File: config.mk
export PLATFORM = sky130hd
export DESIGN_NAME = hsps_ctrl
export DESIGN_NICKNAME = d
export VERILOG_FILES = /design/src/hsps_pkg.sv /design/src/hsps_ctrl.sv
export SDC_FILE = /design/constraint.sdc
export NUM_CORES = 1
export LEC_CHECK = 0
export ABC_AREA = 1
export BUFFER_PORTS_ARGS = -buffer_cell sky130_fd_sc_hd__buf_2
export CAP_MARGIN = 20
export CELL_PAD_IN_SITES_DETAIL_PLACEMENT = 1
export CELL_PAD_IN_SITES_GLOBAL_PLACEMENT = 1
export CORE_MARGIN = 3
export CORE_UTILIZATION = 25
export CTS_BUF_LIST = sky130_fd_sc_hd__clkbuf_2
export DETAILED_ROUTE_END_ITERATION = 10
export HOLD_SLACK_MARGIN = 0.06
export PLACE_DENSITY = 0.68
export SLEW_MARGIN = 20
export SYNTH_ARGS = -nofsm -noshare
export SYNTH_HDL_FRONTEND = slang
export SYNTH_SLANG_ARGS = --single-unit
File: constraint.sdc
create_clock -name clk -period 2.2 [get_ports clk]
set_input_delay 0.11 -clock clk [delete_from_list [all_inputs] [get_ports clk]]
set_output_delay 0.11 -clock clk [all_outputs]
set_load 0.01 [all_outputs]
File: src/hsps_pkg.sv
// ----------------------------------------------------------------------------
// hsps_pkg
// Shared types, constants and tables for the half-sine pulse stamper.
// ----------------------------------------------------------------------------
package hsps_pkg;

	// Defaults for the top-level parameters
	localparam int DEF_BUFFER_DEPTH    = 512;
	localparam int DEF_MIN_AMPLITUDE   = 1;
	localparam int DEF_AMPLITUDE_COUNT = 255;

	// Position math width: holds any buffer depth up to 4096 and the depth itself
	localparam int POS_W = 13;
	// Point counter width: up to 33 points
	localparam int PT_W  = 6;
	// Sine table index width: 40 entries
	localparam int ROM_W = 6;

	typedef enum logic [1:0] {
		CMD_DRAW  = 2'd0,
		CMD_READ  = 2'd1,
		CMD_WRITE = 2'd2,
		CMD_NOP   = 2'd3
	} cmd_t;

	typedef enum logic [1:0] {
		ST_OK        = 2'd0,
		ST_BAD_SCALE = 2'd1,
		ST_BAD_AMP   = 2'd2
	} status_t;

	// Valid scale codes
	localparam logic [7:0] SCALE_W33 = 8'd1;
	localparam logic [7:0] SCALE_W19 = 8'd3;
	localparam logic [7:0] SCALE_W11 = 8'd4;
	localparam logic [7:0] SCALE_W7  = 8'd6;
	localparam logic [7:0] SCALE_W5  = 8'd8;

	// Request payload
	typedef struct packed {
		cmd_t        command;
		logic [7:0]  center_offset;
		logic [7:0]  scale_code;
		logic [7:0]  amplitude;
		logic [8:0]  position;
		logic [7:0]  write_value;
	} hsps_req_t;

	// Result payload
	typedef struct packed {
		logic [7:0]  read_data;
		status_t     status;
	} hsps_res_t;

	// Pulse shape selected by a scale code
	typedef struct packed {
		logic              ok;
		logic [PT_W-1:0]   width;
		logic [PT_W-2:0]   half;
		logic [ROM_W-1:0]  base;
	} shape_t;

	// Controller to datapath
	typedef struct packed {
		logic clear_en;
		logic capture;
		logic start_draw;
		logic step_draw;
		logic write_en;
		logic load_result;
	} hsps_ctl_t;

	// Datapath to controller
	typedef struct packed {
		logic clear_last;
		cmd_t command;
		logic draw_ok;
		logic last_point;
	} hsps_stat_t;

	// Scale code to shape
	function automatic shape_t shape_of(input logic [7:0] code);
		shape_t s;
		s = '{ok: 1'b0, width: '0, half: '0, base: '0};
		case (code)
			SCALE_W33: s = '{ok: 1'b1, width: 6'd33, half: 5'd16, base: 6'd0};
			SCALE_W19: s = '{ok: 1'b1, width: 6'd19, half: 5'd9,  base: 6'd17};
			SCALE_W11: s = '{ok: 1'b1, width: 6'd11, half: 5'd5,  base: 6'd27};
			SCALE_W7:  s = '{ok: 1'b1, width: 6'd7,  half: 5'd3,  base: 6'd33};
			SCALE_W5:  s = '{ok: 1'b1, width: 6'd5,  half: 5'd2,  base: 6'd37};
			default:   s = '{ok: 1'b0, width: '0, half: '0, base: '0};
		endcase
		return s;
	endfunction

	// Half-period sine, 16-bit fraction, per width from its base entry
	function automatic logic [15:0] sine_rom(input logic [ROM_W-1:0] idx);
		logic [15:0] v;
		case (idx)
			// width 33
			6'd0:  v = 16'd0;
			6'd1:  v = 16'd6230;
			6'd2:  v = 16'd12403;
			6'd3:  v = 16'd18464;
			6'd4:  v = 16'd24357;
			6'd5:  v = 16'd30030;
			6'd6:  v = 16'd35431;
			6'd7:  v = 16'd40512;
			6'd8:  v = 16'd45225;
			6'd9:  v = 16'd49529;
			6'd10: v = 16'd53384;
			6'd11: v = 16'd56756;
			6'd12: v = 16'd59614;
			6'd13: v = 16'd61932;
			6'd14: v = 16'd63689;
			6'd15: v = 16'd64869;
			6'd16: v = 16'd65462;
			// width 19
			6'd17: v = 16'd0;
			6'd18: v = 16'd10787;
			6'd19: v = 16'd21280;
			6'd20: v = 16'd31192;
			6'd21: v = 16'd40253;
			6'd22: v = 16'd48216;
			6'd23: v = 16'd54865;
			6'd24: v = 16'd60016;
			6'd25: v = 16'd63531;
			6'd26: v = 16'd65312;
			// width 11
			6'd27: v = 16'd0;
			6'd28: v = 16'd18464;
			6'd29: v = 16'd35431;
			6'd30: v = 16'd49529;
			6'd31: v = 16'd59614;
			6'd32: v = 16'd64869;
			// width 7
			6'd33: v = 16'd0;
			6'd34: v = 16'd28435;
			6'd35: v = 16'd51238;
			6'd36: v = 16'd63893;
			// width 5
			6'd37: v = 16'd0;
			6'd38: v = 16'd38521;
			6'd39: v = 16'd62328;
			default: v = 16'd0;
		endcase
		return v;
	endfunction

endpackage

File: src/hsps_ctrl.sv
// ----------------------------------------------------------------------------
// hsps_ctrl
// Sequencer: clearing pass, request decode, point loop and result handoff.
// ----------------------------------------------------------------------------
module hsps_ctrl (
	input  logic               clk,
	input  logic               arst_n,
	input  logic               cmd_valid,
	output logic               cmd_ready,
	output logic               res_valid,
	input  logic               res_ready,
	output hsps_pkg::hsps_ctl_t  ctl,
	input  hsps_pkg::hsps_stat_t stat
);
	import hsps_pkg::*;

	typedef enum logic [2:0] {
		S_CLEAR,
		S_IDLE,
		S_DECODE,
		S_DRAW,
		S_DRAIN,
		S_DONE
	} state_t;

	state_t state_q;
	logic   res_valid_q;
	logic   accept;
	logic   go_draw;

	assign cmd_ready = (state_q == S_IDLE);
	assign accept    = cmd_valid && cmd_ready;
	assign go_draw   = (stat.command == CMD_DRAW) && stat.draw_ok;

	// Commands to the datapath
	assign ctl.clear_en    = (state_q == S_CLEAR);
	assign ctl.capture     = accept;
	assign ctl.start_draw  = (state_q == S_DECODE) && go_draw;
	assign ctl.step_draw   = (state_q == S_DRAW);
	assign ctl.write_en    = (state_q == S_DECODE) && (stat.command == CMD_WRITE);
	assign ctl.load_result = (state_q == S_DONE) && (!res_valid_q || res_ready);

	assign res_valid = res_valid_q;

	// State and result valid
	always_ff @(posedge clk or negedge arst_n) begin
		if (!arst_n) begin
			state_q     <= S_CLEAR;
			res_valid_q <= 1'b0;
		end else begin
			if (ctl.load_result) begin
				res_valid_q <= 1'b1;
			end else if (res_ready) begin
				res_valid_q <= 1'b0;
			end
			case (state_q)
				S_CLEAR: begin
					if (stat.clear_last) state_q <= S_IDLE;
				end
				S_IDLE: begin
					if (accept) state_q <= S_DECODE;
				end
				S_DECODE: begin
					state_q <= go_draw ? S_DRAW : S_DONE;
				end
				S_DRAW: begin
					if (stat.last_point) state_q <= S_DRAIN;
				end
				S_DRAIN: begin
					state_q <= S_DONE;
				end
				S_DONE: begin
					if (ctl.load_result) state_q <= S_IDLE;
				end
				default: begin
					state_q <= S_IDLE;
				end
			endcase
		end
	end

endmodule

==> impl_metrics.yaml <==
setup_path:
  r2r_cells: 7
  r2r_slack_ns: 1.02
  critPathBufInv: 3
  endpoint_kind: "primary output"
  critPathMaxStageDelay_ns: 0.49
  crit_family: "flip-flops"
  cp_data_required_time_ns: 2.09
  cp_max_fo: 8
  worstSetupPathType: "register to primary output"
  critPathLaunchType: "register"
  worst_path_most_repeated_cell: "nand2_1"
  cp_num_cells: 6
  cp.arrival_ns: 1.23
  cpMaxStageDelayCell: "dfrtp_1"
  crit_path_cell_trace: "inv_2 -> nand2_1 -> nor2_1 -> nand2_1 -> inv_1 -> buf_2"
power:
  p_per_area_nw_per_um2: 1170
  peakVddDrop_v: 0.000367
  p_leak_nw: 0.303
timing:
  slew_viol_final: 0
  min_period_over_period_pct: 60.8
  finalClockSkew_ns: 0.00823
  tns_ns: 0
  final_hold_viol_count: 0
  fin_crit_ns: 1.34
  relSlewSlack_pct: 78.0
  rsz0062_at_grt: "no"
  max_freq_mhz: 748
  setup_viol: 0
  tightest_slew_ns: 0.330
floorplanning:
  core_area_um2: 1320
  initial_utilization_pct: 27.3
  dieHeight_um: 43.9
  rows: 13
  io_pins: 17
  die_w_um: 43.9
  die_area_um2: 1930
placed_design:
  gp_routability_congestion: 0.784
  port_buffers: 16
  dpl.hpwl_um: 714
  place_inst: 85
finish:
  final_layout_size_suffix_gt1_share_pct: 41.9
  final_common_cell: "buf_2"
  multi_input_area_um2: 191
  area_growth_pct: 29.3
  stdcell_count: 89
  final_nets: 85
  ff_latch_area_um2: 100
  final_cell_mix: "buf_2, nand2_1, inv_1, nand3_1"
  num_antenna_cells: 0
  fill_cells: 180
global_routing:
  grt-ovfl-total: 0
  grt_pass1_vias: 361
  antenna_found_initial: 0
  track_usage_pct: 10.3
  grt_pass1_wl_um: 1460
  grt_max_degree: 9
clocking:
  cts_tree: "done"
  cts.path.max_buffers: 2
  clkLatencyLatePin_ns: 0.21
  numClockSinks: 4
  clk_pin_slew_worst_paths_ns: 0.05
  ctsResizeCount: 0
  cts-root-buf: "clkbuf_2"
  htreeDepth: 1
  cts_inserted_buffers: 3
routing:
  via_per_inst: 4.22
  wirelength_um: 844
  dr.pass1.iters: 2
  route.detailed.wl_per_inst_um: 9.48
  drtAntennaViolNets: 0
  vias: 376
  detail_route.iter0.violations: 1
  drcViolationCount: 0
yosys:
  yosys_warnings: 0
  synth_compound_area_share_pct: 2.79
  synth_top_family_by_area: "simple AND/OR/NAND/NOR gates"
  syn-cell-area_um2: 359
  ys_seq_area_share_pct: 27.9
  muxShareOfSynthArea_pct: 0
  yosys.area_share.simple_pct: 50.5
  synth_cell_type_count: 16
  synth_fa_ha_area_share_pct: 0
  synthesis.nets: 65
  syn_avg_cell_area_um2: 6.41
  ys_ff_latch: 4
  syn_inst: 56
  synth-xor-area-share_pct: 0
status:
  outcome: "finished clean"
worst_hold_path:
  hp-class: "input port to register"
  hold-path-cell-count: 4
run:
  cap_viol_max_count: 0
per-layer routing:
layer / share of wire [%] / GRT usage [%] / wire [um] / vias to the layer above
li1: - / - / - / 204
met1: 44 / 13.0 / 371 / 163
met2: 50 / 16.0 / 420 / 9
met3: 6.2 / 2.49 / 52 / 0
met4: 0 / 5.42 / 0 / 0
met5: 0 / 0 / 0 / -
report_power, final:
part           internal (W)  leakage (nW)  total [W]  switching [W]
Combinational      0.000124         0.240   0.000310       0.000186
Sequential         0.000109        0.0506   0.000169      0.0000597
Clock             0.0000367        0.0125  0.0000671      0.0000303
worst reg2reg max path, stage by stage (launching register included):
cell and delay (ns):
dfrtp_1 0.53, nand2_2 0.10, nor2_2 0.14, nand2_2 0.07
nand2_2 0.06, inv_2 0.04, nand3_1 0.08, nand2_1 0.05
cells in the mapped netlist:
master | instances | area [um^2]
inv_2 | 3 | 11.3
buf_4 | 1 | 7.51
a21oi_1 | 1 | 5.00
inv_1 | 10 | 37.5
nand3_1 | 5 | 25.0
nor2_2 | 2 | 12.5
dfrtp_1 | 4 | 100
o21ai_0 | 1 | 5.00
nand2_1 | 15 | 56.3
nor3_1 | 1 | 5.00
nor2_1 | 4 | 15.0
nor2_4 | 2 | 22.5
nor4_1 | 1 | 6.26
nand3_2 | 2 | 20.0
nand2_2 | 3 | 18.8
buf_6 | 1 | 11.3
state kept, by name (all words and copies together), names as in the netlist:
register and count:
state_q 3, res_valid 1
per-stage QoR:
stage / instance area [um^2] / total power [W] / worst slack, ns / hold slack (ns) / util (%)
5_1_grt: 464 / 0.000613 / 0.716 / 0.191 / 35.2
6_report: 464 / 0.000545 / 0.863 / 0.172 / 35.2
3_5_place_dp: 439 / 0.000486 / 0.998 / -0.0783 / 33.3
2_1_floorplan: 359 / 0.000411 / 1.15 / -0.186 / -
4_1_cts: 464 / 0.000559 / 0.827 / 0.163 / 35.2
3_3_place_gp: 439 / 0.000480 / 1.01 / -0.0779 / 33.3
cell families after synthesis:
| family | count (synthesis) |
|---|---|
| AO/OA/AOI/OAI | 2 |
| buffers and inverters | 15 |
| flip-flops | 4 |
| AND/OR/NAND/NOR | 35 |
area by class of cell:
type | count | area share, %
Clock buffer | 3 | 3.23
Inverter | 13 | 10.5
Multi-Input combinational cell | 37 | 41.2
Sequential cell | 4 | 21.6
Tap cell | 15 | 4.04
Timing Repair Buffer | 17 | 19.4
worst paths after layout:
| kind | startpoint | endpoint |
|---|---|---|
| max in group asynchronous | arst_n | state_q[0] |
| setup / recovery | state_q[0] | ctl[3] |
| setup reg to reg | state_q[0] | state_q[0] |
| hold / removal | stat[0] | state_q[1] |
| hold reg to reg | res_valid | res_valid |
| min in group asynchronous | arst_n | state_q[1] |
timing repair:
item                                   4_1_cts  5_1_grt
hold buffers                                 1        0
endpoints found under the hold margin        4        0
buffers inserted                             0        0
setup endpoints to repair                    0        0
Power figures use the tool's default switching activity.
